**src/sv/ctl_pkg.sv**
```systemverilog
// ----------------------------------------------------------------------------
// ctl_pkg
// Shared types and constants of the color transfer lookup block: table entry
// layout, the request and response of the shared blend unit, register
// indexes and item codes.
// ----------------------------------------------------------------------------
package ctl_pkg;

    localparam int MAX_NODES = 16;
    localparam int IDX_W     = $clog2(MAX_NODES);
    localparam int CNT_W     = $clog2(MAX_NODES + 1);
    localparam int FRAC_BITS = 16;

    localparam int POS_W   = 32;
    localparam int CH_W    = 8;
    localparam int COLOR_W = 3 * CH_W;
    localparam int SEG_W   = 4;

    // Narrowest segment width that is not treated as zero width
    // (width * 100000 < 2^FRAC_BITS means the segment is skipped).
    localparam logic [POS_W-1:0] MIN_WIDTH =
        POS_W'(((64'd1 << FRAC_BITS) + 64'd99999) / 64'd100000);

    // Item codes carried in s_tuser.
    localparam logic OP_WRITE  = 1'b0;
    localparam logic OP_LOOKUP = 1'b1;

    // Configuration register indexes.
    localparam int CFG_ADDR_W = 1;
    localparam int CFG_DATA_W = CNT_W;
    localparam logic [CFG_ADDR_W-1:0] REG_BANDED_MODE = 1'd0;
    localparam logic [CFG_ADDR_W-1:0] REG_NODE_COUNT  = 1'd1;

    localparam int S_TDATA_W = 64;
    localparam int M_TDATA_W = 32;

    typedef struct packed {
        logic signed [POS_W-1:0] pos;
        logic [COLOR_W-1:0]      color;
    } entry_t;

    typedef struct packed {
        logic             start;
        logic [CH_W-1:0]  c0;
        logic [CH_W-1:0]  c1;
        logic [POS_W-1:0] r;
        logic [POS_W-1:0] s;
    } blend_req_t;

    typedef struct packed {
        logic            busy;
        logic            done;
        logic [CH_W-1:0] quotient;
    } blend_rsp_t;

endpackage

```
**src/sv/color_transfer_lookup_top.sv**
```systemverilog
// ----------------------------------------------------------------------------
// color_transfer_lookup_top
// Maps a signed Q15.16 sample to an RGB color through a table of nodes, by
// band lookup or by piecewise linear interpolation between nodes.
// ----------------------------------------------------------------------------
// Usage:
//   The s_ channel carries items. s_tuser selects the kind: a write item
//   stores a node position and color at entry_index and gives no result; a
//   lookup item scans the first node_count entries (at most 16) and gives one result on
//   the m_ channel. cfg_wr_en writes banded_mode (index 0) or node_count
//   (index 1); write them only while the block is idle.
//   A write item leaves the block idle. A lookup scans one table entry per
//   cycle out of the single read port of the node table. A banded hit or a
//   miss then goes straight on to the output register; a piecewise hit runs
//   the shared blend unit once per color channel, each run in two multiply
//   steps and eight divide steps.
//   One item is worked on at a time; s_tready is high only while idle.
//   The result waits in an output register; the next item is taken while it
//   waits, and a finished lookup holds until the register is free.
//   Reset clears the registers to banded mode with an empty table count and
//   drops m_tvalid; table entries are undefined until written.
// ----------------------------------------------------------------------------
module color_transfer_lookup_top
    import ctl_pkg::*;
(
    input  logic                  aclk,
    input  logic                  aresetn,
    // Configuration write port.
    input  logic                  cfg_wr_en,
    input  logic [CFG_ADDR_W-1:0] cfg_addr,
    input  logic [CFG_DATA_W-1:0] cfg_wdata,
    // Input items.
    input  logic                  s_tvalid,
    output logic                  s_tready,
    // entry_index[3:0], value_q16[35:4], in_red[43:36], in_green[51:44],
    // in_blue[59:52], zero[63:60]
    input  logic [S_TDATA_W-1:0]  s_tdata,
    // opcode[0]
    input  logic                  s_tuser,
    // Result items.
    output logic                  m_tvalid,
    input  logic                  m_tready,
    // out_red[7:0], out_green[15:8], out_blue[23:16], segment[27:24],
    // zero[31:28]
    output logic [M_TDATA_W-1:0]  m_tdata,
    // matched[0]
    output logic                  m_tuser
);

    localparam int ST_W = 3;
    localparam logic [ST_W-1:0] ST_IDLE       = 3'd0;
    localparam logic [ST_W-1:0] ST_SCAN       = 3'd1;
    localparam logic [ST_W-1:0] ST_BLEND      = 3'd2;
    localparam logic [ST_W-1:0] ST_BLEND_WAIT = 3'd3;
    localparam logic [ST_W-1:0] ST_DONE       = 3'd4;

    localparam logic [1:0] CH_RED   = 2'd0;
    localparam logic [1:0] CH_GREEN = 2'd1;
    localparam logic [1:0] CH_BLUE  = 2'd2;

    logic [ST_W-1:0]        state_reg, state_next;
    logic                   banded_mode_reg;
    logic [CNT_W-1:0]       node_count_reg;
    logic signed [POS_W-1:0] sample_reg;
    logic [CNT_W-1:0]       k_reg;
    logic                   have_reg;
    entry_t                 prev_reg;
    logic [COLOR_W-1:0]     c0_reg;
    logic [COLOR_W-1:0]     c1_reg;
    logic [POS_W-1:0]       r_reg;
    logic [POS_W-1:0]       s_reg;
    logic [1:0]             ch_reg;
    logic [COLOR_W-1:0]     res_color_reg;
    logic                   res_matched_reg;
    logic [SEG_W-1:0]       res_seg_reg;
    logic                   m_valid_reg;
    logic [M_TDATA_W-1:0]   m_tdata_reg;
    logic                   m_tuser_reg;

    logic                   in_fire;
    logic [IDX_W-1:0]       in_index;
    entry_t                 in_entry;
    logic [CNT_W-1:0]       n_lim;
    logic                   rd_en;
    entry_t                 cur;
    logic [CNT_W-1:0]       e_idx;
    logic                   in_range;
    logic [POS_W:0]         width_wide;
    logic [POS_W:0]         offs_wide;
    logic                   band_hit;
    logic                   seg_hit;
    logic                   scan_end;
    logic                   out_load;
    blend_req_t             breq;
    blend_rsp_t             brsp;

    assign s_tready = (state_reg == ST_IDLE);
    assign in_fire  = s_tvalid && s_tready;
    assign in_index = s_tdata[IDX_W-1:0];
    assign in_entry.pos   = s_tdata[35:4];
    assign in_entry.color = {s_tdata[43:36], s_tdata[51:44], s_tdata[59:52]};

    assign n_lim = (node_count_reg > CNT_W'(MAX_NODES)) ? CNT_W'(MAX_NODES)
                                                        : node_count_reg;
    assign rd_en = (state_reg == ST_SCAN) && (k_reg < n_lim);

    ctl_table u_table (
        .aclk    (aclk),
        .wr_en   (in_fire && (s_tuser == OP_WRITE)),
        .wr_addr (in_index),
        .wr_data (in_entry),
        .rd_en   (rd_en),
        .rd_addr (k_reg[IDX_W-1:0]),
        .rd_data (cur)
    );

    // Entry e_idx is in cur, entry e_idx - 1 in prev_reg.
    assign e_idx      = k_reg - CNT_W'(1);
    assign in_range   = ($signed(prev_reg.pos) <= sample_reg) &&
                        (sample_reg <= $signed(cur.pos));
    assign width_wide = {cur.pos[POS_W-1], cur.pos} -
                        {prev_reg.pos[POS_W-1], prev_reg.pos};
    assign offs_wide  = {sample_reg[POS_W-1], sample_reg} -
                        {prev_reg.pos[POS_W-1], prev_reg.pos};
    assign band_hit   = have_reg && banded_mode_reg && e_idx[0] && in_range;
    assign seg_hit    = have_reg && !banded_mode_reg && (e_idx != '0) && in_range &&
                        (width_wide[POS_W-1:0] >= MIN_WIDTH);
    assign scan_end   = (k_reg >= n_lim);

    always_comb begin
        breq.start = (state_reg == ST_BLEND);
        breq.r     = r_reg;
        breq.s     = s_reg;
        case (ch_reg)
            CH_RED: begin
                breq.c0 = c0_reg[23:16];
                breq.c1 = c1_reg[23:16];
            end
            CH_GREEN: begin
                breq.c0 = c0_reg[15:8];
                breq.c1 = c1_reg[15:8];
            end
            default: begin
                breq.c0 = c0_reg[7:0];
                breq.c1 = c1_reg[7:0];
            end
        endcase
    end

    ctl_blend u_blend (
        .aclk    (aclk),
        .aresetn (aresetn),
        .req     (breq),
        .rsp     (brsp)
    );

    assign out_load = (state_reg == ST_DONE) && (!m_valid_reg || m_tready);

    always_comb begin
        state_next = state_reg;
        unique case (state_reg)
            ST_IDLE: begin
                if (in_fire && (s_tuser == OP_LOOKUP)) begin
                    state_next = ST_SCAN;
                end
            end
            ST_SCAN: begin
                if (seg_hit) begin
                    state_next = ST_BLEND;
                end else if (band_hit || scan_end) begin
                    state_next = ST_DONE;
                end
            end
            ST_BLEND: begin
                if (!brsp.busy) begin
                    state_next = ST_BLEND_WAIT;
                end
            end
            ST_BLEND_WAIT: begin
                if (brsp.done) begin
                    state_next = (ch_reg == CH_BLUE) ? ST_DONE : ST_BLEND;
                end
            end
            ST_DONE: begin
                if (out_load) begin
                    state_next = ST_IDLE;
                end
            end
            default: begin
                state_next = ST_IDLE;
            end
        endcase
    end

    always_ff @(posedge aclk) begin
        if (!aresetn) begin
            state_reg       <= ST_IDLE;
            banded_mode_reg <= 1'b1;
            node_count_reg  <= '0;
            m_valid_reg     <= 1'b0;
        end else begin
            state_reg <= state_next;
            if (cfg_wr_en) begin
                unique case (cfg_addr)
                    REG_BANDED_MODE: banded_mode_reg <= cfg_wdata[0];
                    REG_NODE_COUNT:  node_count_reg  <= cfg_wdata;
                    default: ;
                endcase
            end
            if (out_load) begin
                m_valid_reg <= 1'b1;
            end else if (m_tready) begin
                m_valid_reg <= 1'b0;
            end
        end
    end

    always_ff @(posedge aclk) begin
        if (in_fire) begin
            sample_reg      <= s_tdata[35:4];
            k_reg           <= '0;
            have_reg        <= 1'b0;
            ch_reg          <= CH_RED;
            res_color_reg   <= '0;
            res_matched_reg <= 1'b0;
            res_seg_reg     <= '0;
        end
        if (state_reg == ST_SCAN) begin
            if (rd_en) begin
                k_reg <= k_reg + CNT_W'(1);
            end
            have_reg <= rd_en;
            if (have_reg) begin
                prev_reg <= cur;
            end
            if (band_hit) begin
                res_color_reg   <= prev_reg.color;
                res_matched_reg <= 1'b1;
                res_seg_reg     <= SEG_W'(e_idx >> 1);
            end
            if (seg_hit) begin
                c0_reg          <= prev_reg.color;
                c1_reg          <= cur.color;
                r_reg           <= width_wide[POS_W-1:0];
                s_reg           <= offs_wide[POS_W-1:0];
                res_matched_reg <= 1'b1;
                res_seg_reg     <= SEG_W'(e_idx - CNT_W'(1));
            end
        end
        if ((state_reg == ST_BLEND_WAIT) && brsp.done) begin
            ch_reg <= ch_reg + 2'd1;
            case (ch_reg)
                CH_RED:   res_color_reg[23:16] <= brsp.quotient;
                CH_GREEN: res_color_reg[15:8]  <= brsp.quotient;
                default:  res_color_reg[7:0]   <= brsp.quotient;
            endcase
        end
        if (out_load) begin
            m_tdata_reg <= {4'd0, res_seg_reg, res_color_reg[7:0],
                            res_color_reg[15:8], res_color_reg[23:16]};
            m_tuser_reg <= res_matched_reg;
        end
    end

    assign m_tvalid = m_valid_reg;
    assign m_tdata  = m_tdata_reg;
    assign m_tuser  = m_tuser_reg;

endmodule

```
**src/sv/ctl_table.sv**
```systemverilog
// ----------------------------------------------------------------------------
// ctl_table
// Node table: one write port and one read port with registered read data.
// ----------------------------------------------------------------------------
module ctl_table
    import ctl_pkg::*;
(
    input  logic             aclk,
    input  logic             wr_en,
    input  logic [IDX_W-1:0] wr_addr,
    input  entry_t           wr_data,
    input  logic             rd_en,
    input  logic [IDX_W-1:0] rd_addr,
    output entry_t           rd_data
);

    entry_t mem [MAX_NODES];
    entry_t rd_data_reg;

    always_ff @(posedge aclk) begin
        if (wr_en) begin
            mem[wr_addr] <= wr_data;
        end
    end

    always_ff @(posedge aclk) begin
        if (rd_en) begin
            rd_data_reg <= mem[rd_addr];
        end
    end

    assign rd_data = rd_data_reg;

endmodule

```
**src/sv/ctl_blend.sv**
```systemverilog
// ----------------------------------------------------------------------------
// ctl_blend
// Shared blend unit: forms c0*(r-s) + c1*s in two multiply steps, then divides
// by r with a restoring divider that yields one quotient bit per cycle.
// ----------------------------------------------------------------------------
module ctl_blend
    import ctl_pkg::*;
(
    input  logic       aclk,
    input  logic       aresetn,
    input  blend_req_t req,
    output blend_rsp_t rsp
);

    localparam int ACC_W  = POS_W + CH_W;
    localparam int DIV_W  = POS_W + CH_W - 1;
    localparam int STEP_W = 4;
    localparam logic [STEP_W-1:0] STEP_MUL0     = STEP_W'(0);
    localparam logic [STEP_W-1:0] STEP_MUL1     = STEP_W'(1);
    localparam logic [STEP_W-1:0] STEP_DIV_LAST = STEP_W'(CH_W + 1);

    logic              busy_reg;
    logic              done_reg;
    logic [STEP_W-1:0] step_reg;
    logic [CH_W-1:0]   c0_reg;
    logic [CH_W-1:0]   c1_reg;
    logic [POS_W-1:0]  r_reg;
    logic [POS_W-1:0]  s_reg;
    logic [ACC_W-1:0]  acc_reg;
    logic [DIV_W-1:0]  div_reg;
    logic [CH_W-1:0]   quo_reg;

    logic [ACC_W-1:0]  prod_a;
    logic [ACC_W-1:0]  prod_b;
    logic [ACC_W:0]    trial;

    assign prod_a = ACC_W'(c0_reg) * ACC_W'(r_reg - s_reg);
    assign prod_b = ACC_W'(c1_reg) * ACC_W'(s_reg);
    assign trial  = {1'b0, acc_reg} - (ACC_W + 1)'(div_reg);

    always_ff @(posedge aclk) begin
        if (!aresetn) begin
            busy_reg <= 1'b0;
            done_reg <= 1'b0;
            step_reg <= STEP_MUL0;
        end else begin
            done_reg <= 1'b0;
            if (!busy_reg) begin
                if (req.start) begin
                    busy_reg <= 1'b1;
                    step_reg <= STEP_MUL0;
                end
            end else begin
                step_reg <= step_reg + STEP_W'(1);
                if (step_reg == STEP_DIV_LAST) begin
                    busy_reg <= 1'b0;
                    done_reg <= 1'b1;
                end
            end
        end
    end

    always_ff @(posedge aclk) begin
        if (!busy_reg) begin
            if (req.start) begin
                c0_reg <= req.c0;
                c1_reg <= req.c1;
                r_reg  <= req.r;
                s_reg  <= req.s;
            end
        end else if (step_reg == STEP_MUL0) begin
            acc_reg <= prod_a;
        end else if (step_reg == STEP_MUL1) begin
            acc_reg <= acc_reg + prod_b;
            div_reg <= {r_reg, (CH_W - 1)'(0)};
        end else begin
            // The sum is below 256*r, so eight steps give the whole quotient.
            if (!trial[ACC_W]) begin
                acc_reg <= trial[ACC_W-1:0];
            end
            quo_reg <= {quo_reg[CH_W-2:0], ~trial[ACC_W]};
            div_reg <= div_reg >> 1;
        end
    end

    assign rsp.busy     = busy_reg;
    assign rsp.done     = done_reg;
    assign rsp.quotient = quo_reg;

endmodule
```
**config.mk**
```make
export PLATFORM = sky130hd
export DESIGN_NAME = color_transfer_lookup_top
export DESIGN_NICKNAME = d
export VERILOG_FILES = /design/src/sv/ctl_pkg.sv /design/src/sv/color_transfer_lookup_top.sv /design/src/sv/ctl_table.sv /design/src/sv/ctl_blend.sv
export SDC_FILE = /design/constraint.sdc
export NUM_CORES = 2
export LEC_CHECK = 0
export BUFFER_PORTS_ARGS = -buffer_cell sky130_fd_sc_hd__buf_2
export CORE_MARGIN = 1
export CORE_UTILIZATION = 55
export CTS_CLUSTER_SIZE = 20
export DETAILED_ROUTE_END_ITERATION = 8
export PLACE_DENSITY = 0.74
export SLEW_MARGIN = 20
export SYNTH_ARGS = -nofsm -noshare
export SYNTH_HDL_FRONTEND = slang
export SYNTH_SLANG_ARGS = --single-unit
```
**constraint.sdc**
```tcl
create_clock -name aclk -period 8.8 [get_ports aclk]
set_input_delay 1.32 -clock aclk [delete_from_list [all_inputs] [get_ports aclk]]
set_output_delay 1.32 -clock aclk [all_outputs]
set_load 0.01 [all_outputs]
```
# Word level (Yosys, flattened, before mapping)
# Memory sizes are Yosys's and may differ from the RTL's. A register that Yosys moved wholly into a read port is not among the register bits.
# Cells that the tools add are included.
# classes
add_sub_neg	10
multipliers	2
magnitude_cmp	6
eq_ne	14
muxes	46
n_bitwise	6
reduce_logical	37
# ops
operator	count
$mux 40	3
$mux 24	4
$le 32x32->1	2
$sub 32x32->32	2
$sub 40x39->41	1
$add 40x40->40	1
$mul 8x32->40	1
$mul 8x40->40	1
$mux 38	1
$sub 32x32->33	1
$ge 32x1->1 const B	1
$pmux 16 s2	1
$mux 4	6
$mux 8	3
$mux 3	7
$mux 5	4
$reduce_and 2->1	8
$pmux 3 s5	1
$logic_and 1x1->1	14
$mux 1	14
$reduce_bool 2->1	4
$eq 3x2->1 const B	2
$not 1->1	6
$add 5x1->5 const B	1
27 further kinds	32
# totals
register_bits	449
ramBits	896
in_bits	76
out_inout_bits	35
wordCells	153
mem_count	1
# mem_list
name	depth	width	read_ports	rd_clocked_by_memory_dff	write_ports	line_no	text
u_table.mem	16	56	1	1	1	ctl_table.sv:17	entry_t mem [MAX_NODES];

# Depth between registers and ports, before layout
# logic_depth
word_depth	7
ltp_mapped	33

# Cells and area by module
# A second synthesis with hierarchy kept.
# unflattened
hier_cells	5732
hier_area_um2	77017.6
# modules_own_cells
module	instances	cells_per_inst	area_per_inst_um2	seq_area_each_um2
ctl_table	1	1445	35238.8	28587.4
ctl_blend	1	2997	27418.8	5134.9
color_transfer_lookup_top	1	1290	14360.0	7847.5

# Least setup slack after synthesis
# Ideal clock, no wire load.
# synth_path
kind	register to register
startpoint	reg state_reg[1]
endpoint	reg u_blend.c0_reg[0] (enable)
setup_ns	0.715
arrival_ns	8.239
required_ns	8.085
slack_ns	-0.155
path_stages_with_launch	4
path_buffers	1
synth_period_minus_slack_ns	8.955
path_cell_list	dfxtp_1 > clkbuf_1 > inv_1 > nor4_1
# synth_via
elab_chain_len	2
# synth_rtl
element	line_no	text
start: declaration	color_transfer_lookup_top.sv:61	logic [ST_W-1:0] state_reg, state_next;
start signal: assignment	color_transfer_lookup_top.sv:202	state_reg <= state_next;
$eq 3x2->1	color_transfer_lookup_top.sv:131	breq.start = (state_reg == ST_BLEND);
$reduce_and 2->1 (no line)	-	
end signal: assignment	ctl_blend.sv:66	c0_reg <= req.c0;
end: declaration	ctl_blend.sv:25	logic [CH_W-1:0] c0_reg;
# Every way passes these cells.
# A chain may end at the register's enable or synchronous reset.

# Worst setup path in the final report
# layout_path
startpoint	reg u_blend.s_reg[5]
endpoint	reg u_blend.acc_reg[39], data pin
# layout_via
elab_chain_len	4
# layout_rtl
element	line_no	text
start: declaration	ctl_blend.sv:28	logic [POS_W-1:0] s_reg;
start signal: assignment	ctl_blend.sv:69	s_reg <= req.s;
$mul 8x32->40	ctl_blend.sv:38	assign prod_b = ACC_W'(c1_reg) * ACC_W'(s_reg);
$add 40x40->40	ctl_blend.sv:74	acc_reg <= acc_reg + prod_b;
$mux 40	ctl_blend.sv:73	end else if (step_reg == STEP_MUL1) begin
$mux 40 (*)	ctl_blend.sv:71	end else if (step_reg == STEP_MUL0) begin
end signal: assignment	ctl_blend.sv:72	acc_reg <= prod_a;
end signal: assignment	ctl_blend.sv:74	
end signal: assignment	ctl_blend.sv:79	acc_reg <= trial[ACC_W-1:0];
end: declaration	ctl_blend.sv:29	logic [ACC_W-1:0] acc_reg;
# Mark *: on every way between the ends. The rest lies on a longest branch, timed or not.

==> out/qor.yml <==
sta:
  worstMarginPinSlew_ps: 1100
  period_share: 0.949
  timing.final.hold_violations: 0
  finalSetupViolations: 0
  fin_crit_ps: 8350
  fin_skew_ps: 35.7
  slew_headroom: 0.266
  finalSetupTns_ps: 0
  max_freq_mhz: 120
  setup_ws_ps: 451
  grt_setup_unrepaired: "false"
  slew_viol_final: 0
run:
  max_cap_violations: 0
clocking:
  clkLatencyLatePin_ps: 770
  clkTransAtPathRegs_ps: 70
  cts_made_buffers: 137
  holdBufCountCts: 0
  tritoncts: "yes"
  clockBufferDepth: 3
  cts_root_buf: "clkbuf_16"
  clock-sinks: 1401
  cts.htree.levels: 4
detailed_routing:
  wire_per_inst_um: 24.5
  ant_nets: 0
  routed-via-count: 45100
  dr.pass1.iters: 8
  drt_iter0_markers: 4949
  drc: 0
  vias_per_cell: 6.07
  postRouteWirelength_um: 182000
yosys:
  avgSynthCellArea_um2: 14.0
  ys_types: 99
  synth.area.mux_share: 0.0846
  synth_top_family_by_area: "adder cells"
  synth_top_cell_area_share: 0.535
  synthesis.area_um2: 75900
  ys_seq_area_frac: 0.548
  yosysWarnings: 0
  yosysTopAreaCell: "edfxtp_1"
  synth_simple_gate_area_frac: 0.0813
  synth_area_leaders: "edfxtp_1, fa_1, mux4_2, ha_1, inv_1"
  postSynthCellCount: 5402
  synth_seq_cells: 1401
  synthAdderAreaFrac: 0.159
  synth-async-reset-ratio: 0
  synth_compound_area_frac: 0.0659
  synth_xor_area_frac: 0.0211
  yosys_most_used_dff: "edfxtp_1"
  synth_edf_count: 1351
pwr:
  p_int_w: 0.0127
  ir_drop_v: 0.000209
  switching_share: 0.284
  clkPwrFrac: 0.330
  total_leakage_power_nw: 31.0
  power_density_nw_per_um2: 213
  p_sw_w: 0.00504
  power_frac_seq: 0.448
  p_comb_frac: 0.222
global_route:
  track_usage: 0.263
  grt_overflow_total: 0
  grt_pass1_vias: 46000
  antenna_found_initial: 15
  grt_pass1_wl_um: 277000
  grt_max_degree: 94
setup_path:
  cp.required_ps: 9290
  critPathMaxFanout: 9
  crit_slowest_cell: "edfxtp_1"
  critical_path_class: "register to register"
  r2r-end: "u_blend.acc_reg[39]"
  r2r_cells: 30
  cp.arrival_ps: 8840
  critPathCaptureType: "register"
  crit_top_cell: "fa_1"
  slowest_delay_ps: 600
  startpoint: "u_blend.s_reg[5]"
  rr_startpoint: "u_blend.s_reg[5]"
  worst-r2r-setup-slack_ps: 450
  critPathLaunchType: "register"
final_layout:
  num-fill-cells: 9928
  final_common_cell: "edfxtp_1"
  multiInputGateArea_um2: 31400
  drive_above_1_share: 0.130
  final_cell_mix: "edfxtp_1, inv_1, nand2_1"
  seq_area_um2: 41600
  largest_reg_flops: 896
  final_nets: 6318
  area_delta_synth_final_pct: 9.67
floorplan:
  die_w_um: 373
  core_um2: 136000
  die_h_um: 373
  dieArea_um2: 139000
  start_util: 0.557
  placementRows: 135
  boundaryPins: 111
placed_design:
  gp_congestion: 0.947
  port_buffers: 102
  hpwl_um: 117000
  place_ws_ps: 216
min_path:
  hold_end: "u_blend.s_reg[7]"
  min_from: "s_reg[7]"
  worstHoldPathType: "register to register"
  whs_path_depth: 0
status:
  status: "complete, no violations"
routing by layer:
layer  vias to the layer above  GRT usage  routed length (um)
li1                      19700          -                   -
met1                     23000      0.361               72800
met2                      2090      0.430               88400
met3                       317     0.0533               16500
met4                        16     0.0741                4170
met5                         -          0                 111
stage by stage:
stage,instances,total power [W],hold WS (ps),utilization,instance area [um2]
final,7431,0.0178,398,0.611,83200
after global routing,7424,0.0184,414,0.611,83200
after global placement,7172,0.0119,403,0.578,78700
after detailed placement,7172,0.0120,405,0.578,78700
after floorplan,5405,0.0109,400,-,75900
after CTS,7422,0.0178,397,0.611,83200
critical path: cells and delay by family (launching register included):
kind / cells / cell delay, ps
buffers and inverters: 1 / 90
flip-flops: 1 / 600
AO/OA/AOI/OAI: 17 / 3750
adder cells (fa/ha/maj): 6 / 2700
XOR/XNOR: 2 / 380
AND/OR/NAND/NOR: 4 / 560
Yosys cell counts (9+ instances only):
library cell / count
nor2b_1: 53
a31oi_1: 26
and2_1: 306
fa_1: 423
dfxtp_1: 50
o21ai_0: 168
nand2_1: 432
ha_1: 287
a21oi_1: 222
nand3_1: 73
a211oi_1: 42
nor4_1: 9
clkbuf_1: 157
nand4_1: 20
mux2i_1: 10
buf_1: 40
nor3_1: 48
xor2_1: 54
o21a_1: 43
a21o_1: 87
and3_1: 28
o211ai_1: 21
mux4_2: 280
or3_1: 9
edfxtp_1: 1351
a22oi_1: 20
xnor2_1: 129
o21bai_1: 26
a211o_1: 10
nand2b_1: 34
inv_1: 597
nor2_1: 172
worst max path at each step:
| stage | to | cells past startpoint |
|---|---|---|
| finish | u_blend.acc_reg[39] | 30 |
| global route | u_blend.acc_reg[39] | 32 |
| CTS | u_blend.acc_reg[39] | 30 |
| detailed placement | u_blend.acc_reg[39] | 32 |
| global placement | u_blend.acc_reg[39] | 30 |
| floorplan | res_seg_reg[0] | 13 |
power groups by stage:
stage | registers, W | logic, W | clock network [W]
final | 0.00796 | 0.00394 | 0.00586
after global routing | 0.00798 | 0.00428 | 0.00614
after CTS | 0.00796 | 0.00392 | 0.00592
after detailed placement | 0.00810 | 0.00386 | 0
after global placement | 0.00809 | 0.00378 | 0
after floorplan | 0.00794 | 0.00292 | 0
final cells by class:
type | count | share of cell area
inverter | 597 | 0.0269
sequential | 1401 | 0.500
antenna | 7 | 0.000210
tap | 1781 | 0.0268
clock buffer | 179 | 0.0435
clock inverter | 71 | 0.0102
multi-input combinational | 3197 | 0.378
timing repair buffer | 198 | 0.0149
cells by family (layout without fill, tap and decap cells):
group | count (synthesis) | after routing
DFF | 1401 | 1401
buffers and inverters | 807 | 1045
AOI/OAI and AO/OA | 773 | 773
other | 1 | 11
xor gates and xnor gates | 183 | 183
and+or+nand+nor | 1236 | 1236
muxes | 291 | 291
adders and majority gates | 710 | 710
timing repair:
action	in CTS	in global routing
buffers inserted	0	2
endpoints found under the setup margin	0	1
resized for setup	0	2
Note: power is estimated with default switching activity, not from simulation.
